==> src/sv/prot_pkg.sv <==
// ----------------------------------------------------------------------------
// prot_pkg
// Shared constants, transaction types and helpers for the provider refcount
// overuse tracker.
// ----------------------------------------------------------------------------
package prot_pkg;

  localparam int NUM_BINDINGS  = 64;
  localparam int NUM_PROVIDERS = 16;
  localparam int MAX_REFS      = 256;

  // fixed field widths of the transactions
  localparam int FUNC_W      = 2;
  localparam int BIND_W      = 6;
  localparam int PROV_W      = 4;
  localparam int CAP_W       = 9;
  localparam int TOTAL_OUT_W = 13;
  localparam int COUNT_OUT_W = 7;
  localparam int STATUS_W    = 2;

  localparam int COUNT_OUT_MAX = 127;
  localparam int TOTAL_OUT_MAX = 8191;

  // derived storage widths
  localparam int BIDX_W = (NUM_BINDINGS > 1) ? $clog2(NUM_BINDINGS) : 1;
  localparam int PIDX_W = (NUM_PROVIDERS > 1) ? $clog2(NUM_PROVIDERS) : 1;
  localparam int DEPTH  = NUM_BINDINGS * NUM_PROVIDERS;
  localparam int ADDR_W = $clog2(DEPTH);
  localparam int REF_W  = $clog2(MAX_REFS + 1);
  localparam int CNT_W  = $clog2(NUM_BINDINGS + 1);
  localparam int SUM_W  = $clog2(DEPTH + 1);

  localparam logic [FUNC_W-1:0] FUNC_MOVE = 2'd0;
  localparam logic [FUNC_W-1:0] FUNC_CAP  = 2'd1;
  localparam logic [FUNC_W-1:0] FUNC_ADD  = 2'd2;

  localparam logic [STATUS_W-1:0] ST_OK        = 2'd0;
  localparam logic [STATUS_W-1:0] ST_UNDERFLOW = 2'd1;
  localparam logic [STATUS_W-1:0] ST_SATURATED = 2'd2;

  typedef struct packed {
    logic [FUNC_W-1:0] func;
    logic [BIND_W-1:0] binding_index;
    logic [PROV_W-1:0] old_provider;
    logic [PROV_W-1:0] new_provider;
    logic [CAP_W-1:0]  capacity_value;
  } cmd_t;

  typedef struct packed {
    logic [TOTAL_OUT_W-1:0] overuse_total;
    logic [COUNT_OUT_W-1:0] old_provider_count;
    logic [COUNT_OUT_W-1:0] new_provider_count;
    logic [STATUS_W-1:0]    status;
  } rsp_t;

  typedef enum logic [1:0] {
    STEP_HOLD = 2'd0,
    STEP_INC  = 2'd1,
    STEP_DEC  = 2'd2
  } step_t;

  // control handed to the shared excess unit
  typedef struct packed {
    step_t            step;
    logic [CAP_W-1:0] cap_after;
  } xs_op_t;

  // reduce a binding index modulo NUM_BINDINGS by restoring subtraction
  function automatic logic [BIDX_W-1:0] wrap_bind(input logic [BIND_W-1:0] v);
    logic [BIND_W:0] r;
    r = {1'b0, v};
    for (int k = BIND_W - 1; k >= 0; k--) begin
      if ((NUM_BINDINGS << k) < (2 ** (BIND_W + 1)) && int'(r) >= (NUM_BINDINGS << k)) begin
        r = r - (BIND_W + 1)'(NUM_BINDINGS << k);
      end
    end
    return BIDX_W'(r);
  endfunction

  function automatic logic [PIDX_W-1:0] wrap_prov(input logic [PROV_W-1:0] v);
    logic [PROV_W:0] r;
    r = {1'b0, v};
    for (int k = PROV_W - 1; k >= 0; k--) begin
      if ((NUM_PROVIDERS << k) < (2 ** (PROV_W + 1)) && int'(r) >= (NUM_PROVIDERS << k)) begin
        r = r - (PROV_W + 1)'(NUM_PROVIDERS << k);
      end
    end
    return PIDX_W'(r);
  endfunction

  function automatic logic [ADDR_W-1:0] slot(input logic [BIDX_W-1:0] b,
                                             input logic [PIDX_W-1:0] p);
    return ADDR_W'(int'(b) * NUM_PROVIDERS + int'(p));
  endfunction

  function automatic logic [COUNT_OUT_W-1:0] clamp_count(input logic [CNT_W-1:0] c);
    if (int'(c) > COUNT_OUT_MAX) begin
      return COUNT_OUT_W'(COUNT_OUT_MAX);
    end
    return COUNT_OUT_W'(c);
  endfunction

  function automatic logic [TOTAL_OUT_W-1:0] clamp_total(input logic [SUM_W-1:0] s);
    if (int'(s) > TOTAL_OUT_MAX) begin
      return TOTAL_OUT_W'(TOTAL_OUT_MAX);
    end
    return TOTAL_OUT_W'(s);
  endfunction

endpackage

==> src/sv/prot_excess_unit.sv <==
// ----------------------------------------------------------------------------
// prot_excess_unit
// Shared unit: steps one provider's binding count and folds the change in
// that provider's overuse into the running total.
// ----------------------------------------------------------------------------
module prot_excess_unit (
  input  logic [prot_pkg::CNT_W-1:0] cnt_before,
  input  logic [prot_pkg::CAP_W-1:0] cap_before,
  input  prot_pkg::xs_op_t           op,
  input  logic [prot_pkg::SUM_W-1:0] sum_in,
  output logic [prot_pkg::CNT_W-1:0] cnt_after,
  output logic [prot_pkg::SUM_W-1:0] sum_out
);

  localparam int XW = (prot_pkg::CNT_W > prot_pkg::CAP_W) ?
                      prot_pkg::CNT_W : prot_pkg::CAP_W;

  logic [prot_pkg::CNT_W-1:0] xs_before;
  logic [prot_pkg::CNT_W-1:0] xs_after;

  function automatic logic [prot_pkg::CNT_W-1:0] excess(
    input logic [prot_pkg::CNT_W-1:0] c,
    input logic [prot_pkg::CAP_W-1:0] cap
  );
    logic [XW-1:0] cw;
    logic [XW-1:0] kw;
    cw = XW'(c);
    kw = XW'(cap);
    if (cw > kw) begin
      return prot_pkg::CNT_W'(cw - kw);
    end
    return '0;
  endfunction

  always_comb begin
    case (op.step)
      prot_pkg::STEP_INC: cnt_after = cnt_before + prot_pkg::CNT_W'(1);
      prot_pkg::STEP_DEC: cnt_after = cnt_before - prot_pkg::CNT_W'(1);
      default:            cnt_after = cnt_before;
    endcase
  end

  assign xs_before = excess(cnt_before, cap_before);
  assign xs_after  = excess(cnt_after, op.cap_after);
  assign sum_out   = prot_pkg::SUM_W'({1'b0, sum_in}
                                      - (prot_pkg::SUM_W + 1)'(xs_before)
                                      + (prot_pkg::SUM_W + 1)'(xs_after));

endmodule

==> config.mk <==
export PLATFORM = sky130hd
export DESIGN_NAME = prot_excess_unit
export DESIGN_NICKNAME = d
export VERILOG_FILES = /design/src/sv/prot_pkg.sv /design/src/sv/prot_excess_unit.sv
export SDC_FILE = /design/constraint.sdc
export NUM_CORES = 1
export LEC_CHECK = 0
export ABC_AREA = 0
export BUFFER_PORTS_ARGS = -buffer_cell sky130_fd_sc_hd__buf_4
export CAP_MARGIN = 20
export CORE_AREA = 2 2 45 78
export DETAILED_ROUTE_END_ITERATION = 10
export DIE_AREA = 0 0 47 80
export GPL_TIMING_DRIVEN = 0
export PLACE_DENSITY_LB_ADDON = 0.05
export SLEW_MARGIN = 10
export SYNTH_ARGS = -nofsm -noshare
export SYNTH_HDL_FRONTEND = slang
export SYNTH_SLANG_ARGS = --single-unit
export TNS_END_PERCENT = 30
==> constraint.sdc <==
create_clock -name vclk -period 14.1
set_input_delay 0.705 -clock vclk [all_inputs]
set_output_delay 0.705 -clock vclk [all_outputs]
set_load 0.02 [all_outputs]
==> results <==
- The distinct cell type count after synthesis is between 50 and 60.
- The critical path launch point type is an input pin.
- The family with the most delay on the worst path is compound AO/OA/AOI/OAI gates.
- The cell type with the largest total area after synthesis is sky130_fd_sc_hd__ha_1.
- The total nets after synthesis is approximately 320.
- The synthesized area per cell is 7.32 um2.
- The most common cell in the synthesized netlist is sky130_fd_sc_hd__inv_1.
- The count of synthesis-stage warnings from yosys is 0.
- The number of pins with negative max-slew slack in the final report is 0.
- By count the netlist is led by sky130_fd_sc_hd__inv_1 (51), sky130_fd_sc_hd__ha_1 (28), sky130_fd_sc_hd__nor2_1 (18), sky130_fd_sc_hd__a21oi_1 (15), sky130_fd_sc_hd__xnor2_1 (13).
- In the final design database the tool counted ~370 nets.
- The total of clock buffers placed in the layout is 0.
- For this block, the routed nets add up to about 4000 um of wire.
- The via count of the first global-routing pass is around 1,700.
- Summing all non-filler instances in the final layout gives an area of about 2200 um2.
- In this run the tightest slew margin relative to its limit is between 60 and 70%.
- The global-route wire length before repair is around 6700 um.
- Setup repair after global routing left no endpoint under its margin.
- Dividing the detail-routed via count by the number of cells gives 5.29.
- STA puts the critical path data arrival time at 6.04 ns.
- From bottom edge to top edge, the die measures 80 um.
- 0 antenna diodes ended up in the layout.
- The critical path buffer and inverter count is 5.
- The tightest min-delay check is of the in -> out type.
- The initial core utilization is between 50% and 60%.
- The number of antenna violations at the first check in global routing is 0.
- The final count of hold timing violations was 0.
- Fill cells in the final layout number slightly below 300.
- The worst hold path terminates at sum_out[0].
- The sum of net half-perimeters after detailed placement is 3590 um.
- Summed over all cells, the static leakage comes to roughly 1.2 nW.
- The top cell type by area accounts for about a fifth of the synthesized area.
- Dividing total power by cell area gives a power density of about 70 nW/um2.
- Buffers placed on the I/O ports in this run total 56.
- The most frequent cell on the critical path is sky130_fd_sc_hd__ha_1.
- The critical-path cell with the highest stage delay is sky130_fd_sc_hd__fa_1.
- The synthesized netlist occupies a cell area of 1760 um2.
- Max-cap violations in this run came to 0.
- The worst hold path begins at sum_in[0].
- The smallest clock period supported by the final layout is computed as around 6.7 ns.
- The die footprint is between 3000 and 4000 um2.
- The worst hold path cell count is 3.
- Of the cells placed in the final design, the portion with a size suffix greater than 1 is between 20% and 30%.
- The die is about 47 um wide.
- The worst setup path is captured at a primary output.
- Summed over all layers, the global routing overflow is 0.
- The quantity of gates resized following cts is 0.
- The total negative setup slack is 0 ns.
- The sequential share of the synthesized area is 0%.
- The actual transition at the worst max-transition pin is ~0.57 ns.
- The critical path data required time is 13.40 ns.
- Global routing used 22.6% of the available tracks across all layers.
- The final weighted congestion of routability-driven global placement is about 0.8.
- Dividing the detail-routed wire length by the instance count gives roughly 12 um.
- The total number of vias is about 1,800.
- The type of the worst setup path is in -> out.
- The post-placement cell count is 340.
- For this run, the detailed router's first-pass iteration total came to 4.
- The core footprint is between 3000 and 4000 um2.
- The pin count of the biggest net entering global routing is 11.
- The fraction of the core area covered by cells at the end of the flow is just over 70%.
- For this run, the top clock speed supported by timing is between 0.1 and 0.15 GHz.
- The post-synthesis instance total is around 240.
- The signed area change from the synthesized netlist to the final layout is 26.9%.
- For this run, design rule violations remaining after detail routing come to 0.
- Leaving out filler cells and counting taps, the final layout contains 340.
- Of all nets on the critical path, the largest fanout is 10.
- During I/O placement, the number of pins put on the boundary was between 50 and 60.
- The sequential cells in the finished layout cover a total of 0 um2.
- After synthesis, the cell types taking the most area are sky130_fd_sc_hd__ha_1 (20%), sky130_fd_sc_hd__inv_1 (11%), sky130_fd_sc_hd__fa_1 (10%).
- For this run, the slowest stage of the critical path takes roughly 0.5 ns.
- In the finished design the tool counted flip-flops and latches totalling 0.
- In this run, post-CTS hold repair placed 0 buffers.
- After layout, the worst path uses a little under half of the clock period.
- Post-CTS timing repair inserted 0 buffers for setup.
- The flow ran to the end, and the final reports show no timing, DRC or antenna violations.
- IR analysis of the VDD net gives a maximum drop of around 0.00004 V.
- In this run, the number of DRC markers left after iteration 0 of detailed routing was 24.
- The initialized floorplan defines 27 standard-cell rows.
- After detailed placement, the total cell area comes to between 2000 and 2500 um2.
- Setup violations remaining at the end of the flow were counted as 0.
- In this run the remaining antenna-violating nets after routing total 0.
[report_power, final]
part | switching (mW) | leakage (nW) | internal (mW)
combinational | 0.0845 | 1.16 | 0.0721
clock | 0 | 0 | 0
sequential | 0 | 0 | 0
[worst max-delay path by stage]
| stage | start | slack [ns] | cells after the start | end |
|---|---|---|---|---|
| global route | op[9] | 6.86 | 26 | sum_out[9] |
| CTS | op[9] | 7.34 | 26 | sum_out[9] |
| finish | op[9] | 7.36 | 26 | sum_out[9] |
| detailed placement | op[9] | 7.35 | 26 | sum_out[9] |
| floorplan | op[9] | 7.69 | 24 | sum_out[9] |
| global placement | op[9] | 7.37 | 26 | sum_out[9] |
[logic make-up (layout without fill, tap and decap cells)]
family | Yosys count | in the layout | share of synthesized area (%)
compound gates | 60 | 60 | 26.9
xor+xnor | 23 | 23 | 11.4
fa+ha+maj | 37 | 37 | 30.1
buf+inv | 57 | 113 | 12.3
mux | 2 | 2 | 1.21
simple gates | 62 | 62 | 18.0
[metrics by stage]
| step | hold WS (ns) | worst slack [ns] | power [mW] |
|---|---|---|---|
| floorplan | 1.55 | 7.69 | 0.109 |
| global placement | 1.73 | 7.37 | 0.154 |
| detailed placement | 1.74 | 7.35 | 0.157 |
| CTS | 1.74 | 7.34 | 0.157 |
| global route | 1.75 | 6.86 | 0.173 |
| finish | 1.73 | 7.36 | 0.157 |
[layout by cell type (no fill, tap or decap), types with 3 or more instances in the layout]
| cell type | n |
|---|---|
| sky130_fd_sc_hd__inv_1 | 51 |
| sky130_fd_sc_hd__a21o_1 | 4 |
| sky130_fd_sc_hd__nor3_1 | 3 |
| sky130_fd_sc_hd__nand2b_1 | 3 |
| sky130_fd_sc_hd__nand3_1 | 7 |
| sky130_fd_sc_hd__nand4_1 | 3 |
| sky130_fd_sc_hd__buf_4 | 56 |
| sky130_fd_sc_hd__nand2_1 | 11 |
| sky130_fd_sc_hd__xor2_1 | 10 |
| sky130_fd_sc_hd__or3_1 | 3 |
| sky130_fd_sc_hd__a21oi_1 | 15 |
| sky130_fd_sc_hd__o21ai_0 | 6 |
| sky130_fd_sc_hd__fa_1 | 9 |
| sky130_fd_sc_hd__ha_1 | 28 |
| sky130_fd_sc_hd__nor2_1 | 18 |
| sky130_fd_sc_hd__xnor2_1 | 13 |
| sky130_fd_sc_hd__a31oi_1 | 4 |
| sky130_fd_sc_hd__buf_2 | 3 |
| sky130_fd_sc_hd__nor2b_1 | 3 |
| sky130_fd_sc_hd__o21a_1 | 6 |
[layer usage]
layer	vias to the layer above	wire (um)	part of all wire (%)	GRT usage (%)
li1	939	-	-	-
met1	803	1420	36	22.6
met2	51	2270	58	46.8
met3	6	153	3.9	0.679
met4	0	68	1.7	3.61
met5	-	0	0	0
[cell type report]
type,count,area [um2],share of cell area [%]
buffer,6,26.3,1.17
inverter,51,191,8.56
multi-input combinational,184,1550,69.1
tap,43,53.8,2.40
timing repair buffer,56,420,18.8
[tightest hold or removal path: cells and delay by family]
kind	cells	cell delay (ns)
buffers and inverters	2	0.21
adders and majority gates	1	0.12
Power figures use the tool's default switching activity.
